`config.mk`:
```
export PLATFORM = sky130hd
export DESIGN_NAME = atgq_div
export DESIGN_NICKNAME = d
export VERILOG_FILES = /design/src/rtl/atgq_pkg.sv /design/src/rtl/atgq_div.sv
export SDC_FILE = /design/constraint.sdc
export NUM_CORES = 2
export LEC_CHECK = 0
export BUFFER_PORTS_ARGS = -buffer_cell sky130_fd_sc_hd__buf_2
export CORE_MARGIN = 5
export CORE_UTILIZATION = 55
export DETAILED_ROUTE_END_ITERATION = 12
export GPL_TIMING_DRIVEN = 0
export HOLD_SLACK_MARGIN = 0.05
export PLACE_DENSITY = 0.77
export SLEW_MARGIN = 20
export SYNTH_ARGS = -nofsm -noshare
export SYNTH_HDL_FRONTEND = slang
export SYNTH_SLANG_ARGS = --single-unit
```
`constraint.sdc`:
```
create_clock -name clk -period 3.3 [get_ports clk]
set_input_delay 0.165 -clock clk [delete_from_list [all_inputs] [get_ports clk]]
set_output_delay 0.165 -clock clk [all_outputs]
set_load 0.01 [all_outputs]
```
`src/rtl/atgq_pkg.sv`:
```
`default_nettype none

package atgq_pkg;

  localparam int InW   = 16;  // linear channel width
  localparam int CodeW = 8;   // display code width
  localparam int CoefW = 18;  // Q16 curve coefficients
  localparam int GamW  = 192; // exact compare width for the gamma table

  // Fitted ACES curve coefficients, Q16, rounded to nearest.
  localparam logic [CoefW-1:0] CoA = 18'd164495; // 2.51
  localparam logic [CoefW-1:0] CoB = 18'd1966;   // 0.03
  localparam logic [CoefW-1:0] CoC = 18'd159252; // 2.43
  localparam logic [CoefW-1:0] CoD = 18'd38666;  // 0.59
  localparam logic [CoefW-1:0] CoE = 18'd9175;   // 0.14

  localparam int CodeMax  = 255;
  localparam int GammaNum = 5;   // 1/2.2 = 5/11
  localparam int GammaDen = 11;

  // Width of the saturated input.
  function automatic int x_width(input int frac_bits, input int int_bits);
    return (frac_bits + int_bits < InW) ? frac_bits + int_bits : InW;
  endfunction

  // Width of the first-order terms pn, pd.
  function automatic int p_width(input int frac_bits, input int int_bits);
    return CoefW + x_width(frac_bits, int_bits) - frac_bits + 1;
  endfunction

  // Largest k with k^11 * 2^(5g) <= q^5 * 255^11, i.e. floor(255 * (q/2^g)^(5/11)).
  function automatic logic [CodeW-1:0] gamma_code(input int unsigned q, input int unsigned g);
    logic [GamW-1:0]  rhs;
    logic [GamW-1:0]  lhs;
    logic [CodeW-1:0] k;
    logic [CodeW-1:0] cand;
    int               i;
    int               b;
    rhs = GamW'(1);
    for (i = 0; i < GammaNum; i++) rhs = rhs * GamW'(q);
    for (i = 0; i < GammaDen; i++) rhs = rhs * GamW'(CodeMax);
    k = '0;
    for (b = CodeW - 1; b >= 0; b--) begin
      cand = k | (CodeW'(1) << b);
      lhs  = GamW'(1);
      for (i = 0; i < GammaDen; i++) lhs = lhs * GamW'(cand);
      lhs = lhs << (GammaNum * g);
      if (lhs <= rhs) k = cand;
    end
    return k;
  endfunction

endpackage

`default_nettype wire

```
`src/rtl/atgq_div.sv`:
```
`default_nettype none

// Pipelined restoring divider: floor(num * 2^QW / den), saturated at 2^QW.
// Front stage flags num >= den; then one quotient bit per stage.
module atgq_div import atgq_pkg::*; #(
  parameter int NumW = 38,
  parameter int QW = 12,
  localparam int DenW = NumW + 1
) (
  input  logic            clk,
  input  logic [NumW-1:0] num,
  input  logic [DenW-1:0] den,
  output logic [QW:0]     quo
);

  typedef struct packed {
    logic [DenW-1:0] rem;
    logic [DenW-1:0] dvs;
    logic [QW-1:0]   bits;
    logic            sat;
  } dstage_t;

  dstage_t stage_r   [QW+1];
  dstage_t stage_nxt [QW+1];

  always_comb begin
    logic [DenW:0] shl;
    logic          ge;
    stage_nxt[0].sat  = {1'b0, num} >= den;
    stage_nxt[0].rem  = stage_nxt[0].sat ? '0 : DenW'(num);
    stage_nxt[0].dvs  = den;
    stage_nxt[0].bits = '0;
    for (int j = 1; j <= QW; j++) begin
      shl = {stage_r[j-1].rem, 1'b0};
      ge  = shl >= {1'b0, stage_r[j-1].dvs};
      stage_nxt[j].rem  = ge ? DenW'(shl - {1'b0, stage_r[j-1].dvs}) : DenW'(shl);
      stage_nxt[j].dvs  = stage_r[j-1].dvs;
      stage_nxt[j].bits = {stage_r[j-1].bits[QW-2:0], ge};
      stage_nxt[j].sat  = stage_r[j-1].sat;
    end
  end

  always_ff @(posedge clk) begin
    for (int j = 0; j <= QW; j++) stage_r[j] <= stage_nxt[j];
  end

  assign quo = stage_r[QW].sat ? ((QW+1)'(1) << QW) : {1'b0, stage_r[QW].bits};

endmodule

`default_nettype wire

```
### Yosys cells after proc, flatten, opt, wreduce, memory -nomap -nowiden

Memory sizes are Yosys's and may differ from the RTL's.
Cells that the tools add are included.

| word-level totals | value |
|---|---|
| input bits | 78 |
| memories | 1 |
| bits in registers | 0 |
| memory bits (writable) | 1183 |
| output and inout bits | 13 |

Memory list:

| name | words | bits a word | read ports | clocked after memory_dff | write ports | line | source |
|---|---|---|---|---|---|---|---|
| stage_r | 13 | 91 | 13 | 0 | 13 | atgq_div.sv:23 | `dstage_t stage_r [QW+1];` |

| cells by class | value |
|---|---|
| $lt $le $gt $ge | 13 |
| multiplexer cells | 14 |
| $add $sub $neg | 12 |

Operators by type and width:

| operator | number |
|---|---|
| 40-bit by 39-bit greater-or-equal comparator with 1-bit output | 12 |
| 39-bit two-way mux | 12 |
| 39-bit subtractor | 12 |
| 38-bit by 39-bit greater-or-equal comparator with 1-bit output | 1 |
| 38-bit two-way mux | 1 |
| 13-bit two-way mux | 1 |

### Longest topological paths before layout

An unclocked memory read counts as a cell.

| depth | value |
|---|---|
| depth in word-level cells | 3 |
| gate-level depth with buffers | 17 |
| mapped depth without buffers | 14 |

### Least setup slack after synthesis

No wires, ideal clock.

| timing path | value |
|---|---|
| path kind | register -> register |
| from | memory stage_r[0][650] (netlist name) |
| to | memory stage_r[1][80] (netlist name) |
| period minus slack after synthesis | 3.411 ns |
| arrival | 3.283 ns |
| cell stages (with the launch flop) | 16 |
| library setup time | 0.128 ns |
| path buffers | 2 |
| slack | -0.111 ns |
| data required time | 3.172 ns |
| cell sequence | dfxtp_1 inv_1 fa_1 a211o_1 a21o_1 a31oi_1 o21a_1 o21ai_1 a41oi_1 nand2_1 a311oi_1 o21bai_1 clkbuf_1 clkbuf_1 nand2_1 o22ai_1 |

RTL lines:

| element | line |
|---|---|
| start: declaration | atgq_div.sv:23 |

==> results.txt <==
Run status: finished, violations left
Failing checks: setup timing
#FFs+latches synth: 1026
Vias in the first global route: 41798
Via/cell ratio: 5.58
Cell taking the most area after synthesis: dfxtp_1
CP max FO: 7
CTS Root Cell: clkbuf_16
Top Metal Used: met4
Min Tclk post-route: 3.63 ns
Pre-CTS WS: -1.98 ns
Wirelength per Cell: 19.1 um
Crit share post-route: 110%
Largest net degree at the start of global routing: 17
Worst-path clk slew: 0.06 ns
Post-synth ARST share: 0%
Max Buffers Root-to-Sink: 3
Cell variety after synth: 83
Buffers on Ports: 90
Cts bufs inserted: 108
Met1 WL: 50.2 mm
Top reg by flops: stage_r
Die W: 314 um
Leakage Power: 0.0297 uW
Worst-Margin Slew: 0.976 ns
Largest register FFs: 1026
Post-Route Skew: 0.0121 ns
Initial DRC count: 2323
Post-synthesis sequential area ratio: 40.5%
Hpwl dp: 96.2 mm
GRT Residual Overflow: 0
RSZ-0062 raised after global routing: yes
Core Area: 91500 sq um
Area delta synth->final: 26.6%
Mapped Area: 50700 sq um
Crit start category: flip-flop
Global Route Usage Sum: 26.5%
Initial antenna violation count: 2
Max cap viols: 0
Maximum vdd drop: 562 uV
Gpl congestion: 0.936
Clock Sinks: 1026
TritonCTS clock tree: built
Yosys warns: 0
Slew margin rel.: 34.9%
Core Util, Final: 70.1%
Row count: 111
Worst EP required: 3.86 ns
Final WS setup: -0.328 ns
Fill count: 6680
Met2 WL: 71.6 mm
Synth area leaders: dfxtp_1 41%, ha_1 12%, a21oi_1 5.1%
Clk Latency, worst-skew pair: 0.68 ns
Met3 routed WL: 4.53 mm
N_diodes: 0
Final Max Tran Viols: 0
Drt pass-1 iters: 7
First-pass GRT wire length: 212 mm
Synth Instances: 5541
Worst hold path type: in2reg
Setup CP Type: reg2reg
Boundary Pins: 91
Die area: 98400 sq um
Die Y-Extent: 314 um
Layout cell share with drive strength beyond 1: 23.7%
Drc violations: 0
Top flop regs: stage_r x1026
Vias post-DR: 40858
Post-synth top area share: 40.5%
Total Wirelength: 140 mm
Post-synth EDFFs: 0
Final Hold Vio Count: 0
CP Capture Type: flip-flop
Htree depth: 3
Nets: 6642
Crit path arrival time: 4.19 ns
Net Count, Synth: 6135
Avg Cell Area, Syn: 9.15 sq um
Max Clk Rate: 276 MHz
Setup-failing EPs final: 297
Post-route ant nets: 0
Primary FF master, synth: dfxtp_1
Starting Density: 55.4%
PD cells: 1140 nW/um^2
per-layer routing:
metal,global-route usage [%],vias up
met3,3.23,506
li1,-,20211
met1,26.6,19027
met4,21.1,0
met5,0,-
met2,49.4,1114
final timing paths:
kind,start,endpoint,slack [ns],cells after the start
setup / recovery,stage_r[0][113],stage_r[0][269],-0.33,14
hold / removal,den[29],stage_r[0][42],0.13,2
setup reg to reg,stage_r[0][113],stage_r[0][269],-0.33,14
hold reg to reg,stage_r[1][277],stage_r[1][369],0.32,0
metrics by stage:
step           hold slack [ns]  total power [uW]  setup TNS (ns)  cells  area (sq um)
2_1_floorplan            0.193             41800          -0.239   5541         50800
3_3_place_gp             0.281             48700         -496.29   6817         52800
3_5_place_dp             0.284             49000         -457.19   6818         52800
4_1_cts                 0.0868             68700          -26.12   7264         62000
5_1_grt                  0.109             77300          -54.83   7319         64200
6_report                 0.130             72900          -32.13   7319         64200
critical path, cell delays in order, from the launching register on:
cell and delay [ns]:
dfxtp_1 0.34, inv_1 0.08, ha_4 0.27, a21oi_1 0.20
o21ai_1 0.11, a211o_1 0.30, a311o_2 0.43, a41o_1 0.30
o41ai_4 0.25, nand3b_1 0.19, nor3b_4 0.26, buf_12 0.17
nor2_4 0.06, clkbuf_16 0.24, mux2_2 0.29
power by group:
group | internal [uW] | switching [uW]
combinational | 20400 | 21600
clock | 7470 | 4910
sequential | 16300 | 2270
Yosys cell counts (all sizes together) (42+ instances only):
cell type     n
nand4        81
ha          505
a21o        260
nor2b        74
nand2b       60
nand3        85
inv         612
nand2       299
a21oi       521
clkbuf       92
nor2        339
xnor2       237
nor3         53
and3         49
o21bai       62
and2         61
buf          42
mux2        222
a31oi        53
o21a         55
xor2        139
dfxtp      1026
o21ai       278
cell families (layout without fill, tap and decap cells):
kind of cell,count (synthesis),in the layout,synth area share [%]
AO/OA/AOI/OAI,1460,1460,18.0
XOR/XNOR,376,376,6.49
adder cells (fa/ha/maj),516,516,12.9
buffers and inverters,746,1338,5.66
flip-flops,1026,1026,40.5
multiplexers,228,228,5.05
AND/OR/NAND/NOR,1189,1189,11.4
placed cells by master (no fill, tap or decap), types with 46 or more instances in the layout:
master	count
dfxtp_1	980
dlygate4sd3_1	77
nand4_1	81
o21a_1	52
and2_1	58
clkbuf_16	128
ha_4	50
a21oi_1	407
xnor2_1	237
o21bai_1	60
ha_1	424
nor2_1	279
a21o_1	259
o21ai_0	170
inv_1	585
a21oi_2	101
buf_4	176
nor2_4	50
nand3_1	80
mux2_2	168
o21ai_2	54
nor2b_1	69
xor2_1	138
o21ai_1	46
nand2_1	221
buf_2	95
nor3_1	47
mux2_4	54
nand2b_1	60
clkbuf_1	59
timing repair:
item,4_1_cts,5_1_grt
hold buffers,77,0
gates resized for setup,761,486
gates cloned,30,5
pin swaps,204,162
setup endpoints to repair,440,451
endpoints found under the hold margin,77,0
setup buffers,156,78
area by class of cell:
type	instances	area, sq um	area share (%)
Multi-Input combinational cell	3769	31100	48.4
Sequential cell	1026	20600	32.1
Timing Repair Buffer	420	3880	6.04
Clock buffer	144	3150	4.91
Inverter	612	2310	3.60
Tap cell	1186	1480	2.31
Buffer	111	1140	1.78
Clock inverter	51	558	0.869
(Power assumes the default switching activity.)
