File: src/rtl/atgq_pkg.sv
`default_nettype none

package atgq_pkg;

  localparam int InW   = 16;  // linear channel width
  localparam int CodeW = 8;   // display code width
  localparam int CoefW = 18;  // Q16 curve coefficients
  localparam int GamW  = 192; // exact compare width for the gamma table

  // Fitted ACES curve coefficients, Q16, rounded to nearest.
  localparam logic [CoefW-1:0] CoA = 18'd164495; // 2.51
  localparam logic [CoefW-1:0] CoB = 18'd1966;   // 0.03
  localparam logic [CoefW-1:0] CoC = 18'd159252; // 2.43
  localparam logic [CoefW-1:0] CoD = 18'd38666;  // 0.59
  localparam logic [CoefW-1:0] CoE = 18'd9175;   // 0.14

  localparam int CodeMax  = 255;
  localparam int GammaNum = 5;   // 1/2.2 = 5/11
  localparam int GammaDen = 11;

  // Width of the saturated input.
  function automatic int x_width(input int frac_bits, input int int_bits);
    return (frac_bits + int_bits < InW) ? frac_bits + int_bits : InW;
  endfunction

  // Width of the first-order terms pn, pd.
  function automatic int p_width(input int frac_bits, input int int_bits);
    return CoefW + x_width(frac_bits, int_bits) - frac_bits + 1;
  endfunction

  // Largest k with k^11 * 2^(5g) <= q^5 * 255^11, i.e. floor(255 * (q/2^g)^(5/11)).
  function automatic logic [CodeW-1:0] gamma_code(input int unsigned q, input int unsigned g);
    logic [GamW-1:0]  rhs;
    logic [GamW-1:0]  lhs;
    logic [CodeW-1:0] k;
    logic [CodeW-1:0] cand;
    int               i;
    int               b;
    rhs = GamW'(1);
    for (i = 0; i < GammaNum; i++) rhs = rhs * GamW'(q);
    for (i = 0; i < GammaDen; i++) rhs = rhs * GamW'(CodeMax);
    k = '0;
    for (b = CodeW - 1; b >= 0; b--) begin
      cand = k | (CodeW'(1) << b);
      lhs  = GamW'(1);
      for (i = 0; i < GammaDen; i++) lhs = lhs * GamW'(cand);
      lhs = lhs << (GammaNum * g);
      if (lhs <= rhs) k = cand;
    end
    return k;
  endfunction

endpackage

`default_nettype wire

File: src/rtl/atgq_curve.sv
`default_nettype none

// Two stages: saturate and first-order terms, then numerator and denominator.
module atgq_curve import atgq_pkg::*; #(
  parameter int FracBits = 12,
  parameter int IntBits = 4,
  localparam int XW = x_width(FracBits, IntBits),
  localparam int PW = p_width(FracBits, IntBits),
  localparam int NumW = XW + PW,
  localparam int DenW = NumW + 1
) (
  input  logic            clk,
  input  logic [InW-1:0]  lin,
  output logic [NumW-1:0] num_r,
  output logic [DenW-1:0] den_r
);

  localparam int MulW  = CoefW + XW;
  localparam int ProdW = MulW + 1;

  logic [XW-1:0]    xs;
  logic [MulW-1:0]  pn_prod;
  logic [MulW-1:0]  pd_prod;
  logic [ProdW-1:0] pn_sum;
  logic [ProdW-1:0] pd_sum;
  logic [XW-1:0]    xs_r;
  logic [PW-1:0]    pn_r;
  logic [PW-1:0]    pd_r;
  logic [NumW-1:0]  num_nxt;
  logic [NumW-1:0]  xpd;
  logic [DenW-1:0]  den_nxt;

  // clamp to the largest code of the input format
  if (XW < InW) begin : g_sat
    assign xs = (|lin[InW-1:XW]) ? {XW{1'b1}} : lin[XW-1:0];
  end else begin : g_pass
    assign xs = lin[XW-1:0];
  end

  assign pn_prod = MulW'(CoA) * MulW'(xs);
  assign pd_prod = MulW'(CoC) * MulW'(xs);
  assign pn_sum  = ProdW'(pn_prod) + (ProdW'(CoB) << FracBits);
  assign pd_sum  = ProdW'(pd_prod) + (ProdW'(CoD) << FracBits);

  always_ff @(posedge clk) begin
    xs_r <= xs;
    pn_r <= pn_sum[ProdW-1:FracBits];
    pd_r <= pd_sum[ProdW-1:FracBits];
  end

  assign num_nxt = NumW'(xs_r) * NumW'(pn_r);
  assign xpd     = NumW'(xs_r) * NumW'(pd_r);
  assign den_nxt = DenW'(xpd) + (DenW'(CoE) << FracBits);

  always_ff @(posedge clk) begin
    num_r <= num_nxt;
    den_r <= den_nxt;
  end

endmodule

`default_nettype wire

File: config.mk
export PLATFORM = sky130hd
export DESIGN_NAME = atgq_curve
export DESIGN_NICKNAME = d
export VERILOG_FILES = /design/src/rtl/atgq_pkg.sv /design/src/rtl/atgq_curve.sv
export SDC_FILE = /design/constraint.sdc
export NUM_CORES = 2
export LEC_CHECK = 0
export BUFFER_PORTS_ARGS = -buffer_cell sky130_fd_sc_hd__buf_2
export CORE_UTILIZATION = 30
export CTS_CLUSTER_SIZE = 12
export DETAILED_ROUTE_END_ITERATION = 7
export HOLD_SLACK_MARGIN = 0.02
export SKIP_LAST_GASP = 1
export SLEW_MARGIN = 20
export SYNTH_ARGS = -nofsm -noshare
export SYNTH_HDL_FRONTEND = slang
export SYNTH_SLANG_ARGS = --single-unit
File: constraint.sdc
create_clock -name clk -period 14.6 [get_ports clk]
set_clock_uncertainty 0.2 [all_clocks]
set_input_delay 0.73 -clock clk [delete_from_list [all_inputs] [get_ports clk]]
set_output_delay 0.73 -clock clk [all_outputs]
set_load 0.02 [all_outputs]
* Word level (Yosys, flattened, before mapping)
Cells that the tools add are included.
Word-level totals: word-level logic and storage cells 12, ROM bits 0, input bits 17, memories 0, latch bits 0, output and inout bits 79, register bits 141, memory bits (writable) 0
Cells by class: shift operators 0, multiplexer cells 0, $lt $le $gt $ge 0, $add $sub $neg 3, multipliers 4, reductions and logical operators 0, divide/modulo/power cells 0, bitwise logic cells 0, equality and inequality tests 0
Operators with widths (count):
- 16-bit by 23-bit multiplier with 39-bit output | 2
- 39-bit by 26-bit adder with 40-bit output (second input constant) | 1
- 34-bit by 23-bit adder with 35-bit output (second input constant) | 1
- 34-bit by 28-bit adder with 35-bit output (second input constant) | 1
- 18-bit by 16-bit multiplier with 34-bit output (first input constant) | 1
- 16-bit by 16-bit multiplier with 32-bit output (first input constant) | 1

* Logic depth before layout (Yosys ltp)
word-level depth 2, gate-level depth with buffers 27, depth with buffers taken out 25

* Least setup slack after synthesis
Ideal clock, no wire load.
path kind flip-flop to flip-flop, start register xs_r[1], end register num_r[34], required time 14.328 ns, path slack 7.920 ns, buffers on the path 2, arrival time 6.408 ns, setup time 0.072 ns, cell stages (with the launch flop) 25, period minus slack after synthesis 6.680 ns, cell sequence dfxtp_1 > clkbuf_1 > clkbuf_1 > nand2_1 > fa_1 > fa_1 > fa_1 > inv_1 > fa_1 > fa_1 > inv_1 > fa_1 > inv_1 > ha_1 > a21o_1 > a21o_1 > a21o_1 > a31o_2 > a211o_1 > o221ai_1 > a31oi_1 > a21o_1 > a21o_1 > a21oi_1 > xnor2_1
Between the ends: word-level cells in the longest chain between the ends 1
RTL lines:
- start: declaration | RTL line atgq_curve.sv:26 | logic [XW-1:0] xs_r;
- start signal: assignment | RTL line atgq_curve.sv:46 | xs_r <= xs;
- 16-bit by 23-bit multiplier with 39-bit output | RTL line atgq_curve.sv:51 | assign num_nxt = NumW'(xs_r) * NumW'(pn_r);
- net num_nxt[34] | RTL line atgq_curve.sv:29 | logic [NumW-1:0] num_nxt;
- end signal: assignment | RTL line atgq_curve.sv:56 | num_r <= num_nxt;
- end: declaration | RTL line atgq_curve.sv:14 | output logic [NumW-1:0] num_r,
The timed path passes the listed nets, and every way through them passes these cells.

* Worst setup path after layout
start register xs_r[5], end register num_r[38]
Same word-level chain as after synthesis.

==> impl_metrics.yaml <==
yosys:
  ys_types: 72
  synth_area_leaders: "fa_1 41%, ha_1 18%, inv_1 10%"
  synthArstFlopShare: 0
  synth.most_common_cell: "inv_1"
  postSynthNetCount: 5068
  synthTopCellsByCount: "945 x inv_1, 717 x fa_1, 495 x ha_1, 482 x nand2_1, 323 x and2_1"
  yosysWarnings: 0
  syn_inst: 3839
  synth.avg_cell_area_um2: 9.22
  ys_seq_area_frac: 0.0798
  ys_ff_latch: 141
  synthFlopType: "dfxtp_1"
  synthesis.area_um2: 35400
  netlist.top_cell.by_area: "fa_1"
  synth_edf_count: 0
  netlist.area_leader.share: 0.406
job:
  max_cap_violations: 0
clocking:
  cts_buffers: 17
  clk_pin_slew_ns: 0.08
  cts_resized: 0
  clk_latency_ns: 0.50
  cts_htree_levels: 4
  postCtsSetupRepairBufs: 0
  cts_tree: "done"
  clockBufferDepth: 2
  hold_buffers: 0
  clock-sinks: 141
  cts_root_buffer: "clkbuf_16"
sta:
  hold_viol_final: 0
  relSlewSlack: 0.297
  finalSetupTns_ns: 0
  rsz0062_at_grt: "false"
  fmax_mhz: 127
  period_share: 0.541
  worstMarginPinSlew_ns: 1.05
  min_period_ns: 7.90
  maxSlewViolCount: 0
  setup_violations: 0
routing:
  drc: 0
  drtPass1Iterations: 5
  vias: 24900
  first_iter_violations: 1169
  avgRoutedWirePerCell_um: 16.1
  viasPerCell: 4.63
  antenna_left: 0
  wl_mm: 86.9
global_route:
  grt_overflow: 0
  track_usage: 0.152
  grt_start_max_net_pins: 47
  antenna_found_initial: 3
  grt_pass1_wl_mm: 144
  grt_pass1_vias: 26900
die:
  die_area_um2: 119000
  rows: 125
  start_util: 0.304
  fp.dieW_um: 345
  core_area_um2: 117000
  pin_count: 96
  die_y_um: 345
critical_path:
  required_ns: 14.78
  worst_setup_path_start_kind: "flop"
  crit_type: "reg -> reg"
  cp_data_arrival_time_ns: 8.08
  reg2reg_depth: 24
  crit_path_max_fanout: 28
  end_kind: "flop"
min_path:
  hold_path_class: "in -> reg"
  min_delay_path_depth: 1
placement:
  io_buffers: 95
  hpwl_mm: 69.6
  place.gp.congestion: 0.893
final_layout:
  drive_gt1_frac: 0.0464
  num-nets-final: 5077
  synthToLayoutAreaGrowth_pct: 7.49
status:
  status: "completed"
kinds of logic after synthesis:
family	synth area share
buffers and inverters	0.114
AND/OR/NAND/NOR	0.135
AO/OA/AOI/OAI	0.0583
flip-flops	0.0798
multiplexers	0.00141
XOR/XNOR	0.0304
adder cells (fa/ha/maj)	0.581
worst max-delay path: stages (launching register included):
cell and delay, ns:
dfxtp_1 0.90, buf_4 0.48, and2_1 0.21, fa_1 0.42, inv_1 0.08, fa_1 0.43
fa_1 0.52, inv_1 0.06, fa_1 0.49, fa_1 0.49, inv_1 0.05, fa_1 0.47
inv_1 0.05, ha_1 0.35, a21o_1 0.20, a21o_1 0.19, a21o_1 0.21, a31o_2 0.25
a211o_1 0.28, o221ai_1 0.51, a31oi_1 0.26, nand4_1 0.15, nand2_1 0.09, o41a_1 0.33
xnor2_1 0.13
state kept, by name, summed over array words and instances, names as in the netlist:
register / flops
num_r: 39
xs_r: 16
pd_r: 23
pn_r: 23
den_r: 40
per-layer routing:
metal  GRT usage  part of all wire
met1       0.200              0.44
met2       0.259              0.48
met3      0.0261             0.059
met4      0.0365             0.018
met5           0           0.00014
cells in the final DEF, fill, tap and decap left out, types with 4 or more instances in the layout:
cell       instances
inv_1            945
fa_1             717
ha_1             495
nand2_1          482
and2_1           323
dfxtp_1          140
buf_2             95
xnor2_1           88
a21oi_1           82
nor2_1            77
a21o_1            49
o21ai_0           48
xor2_1            35
buf_4             23
nor3_1            22
o21a_1            19
clkbuf_16         17
nand4_1           14
nand3_1           13
o21bai_1          13
nand2b_1          13
a31oi_1           12
and3_1             9
nor2b_1            9
a21boi_0           8
inv_6              8
or2_2              7
a211o_1            7
a211oi_1           7
mux2i_1            5
nor4_1             5
inv_8              5
and4_1             4
a2111oi_0          4
nand3b_1           4
o211ai_1           4
metrics by stage:
stage	hold WS [ns]	utilization	area, um2	setup WS (ns)	cells
after detailed placement	0.509	0.321	37500	6.83	5353
after CTS	0.258	0.326	38000	6.82	5385
final	0.314	0.326	38000	6.70	5387
after global routing	0.279	0.326	38000	6.40	5385
after global placement	0.499	0.321	37500	6.89	5353
after floorplan	0.304	-	35400	7.92	3839
final timing paths:
check | slack (ns) | endpoint | start
setup reg to reg | 6.70 | num_r[38] | xs_r[5]
setup / recovery | 6.70 | num_r[38] | xs_r[5]
hold reg to reg | 0.52 | num_r[0] | xs_r[0]
hold / removal | 0.31 | xs_r[11] | lin[11]
area by class of cell:
class | instances | area (um2)
Fill cell | 12000 | 78500
Sequential cell | 141 | 2820
Clock buffer | 18 | 439
Multi-Input combinational cell | 2625 | 28500
Tap cell | 1524 | 1910
Clock inverter | 14 | 134
Antenna cell | 2 | 5.00
Timing Repair Buffer | 118 | 648
Inverter | 945 | 3550
Power is left out: the tool's default activity adds up to more than one toggle a clock period on the data nets, which glitch-free logic cannot reach.
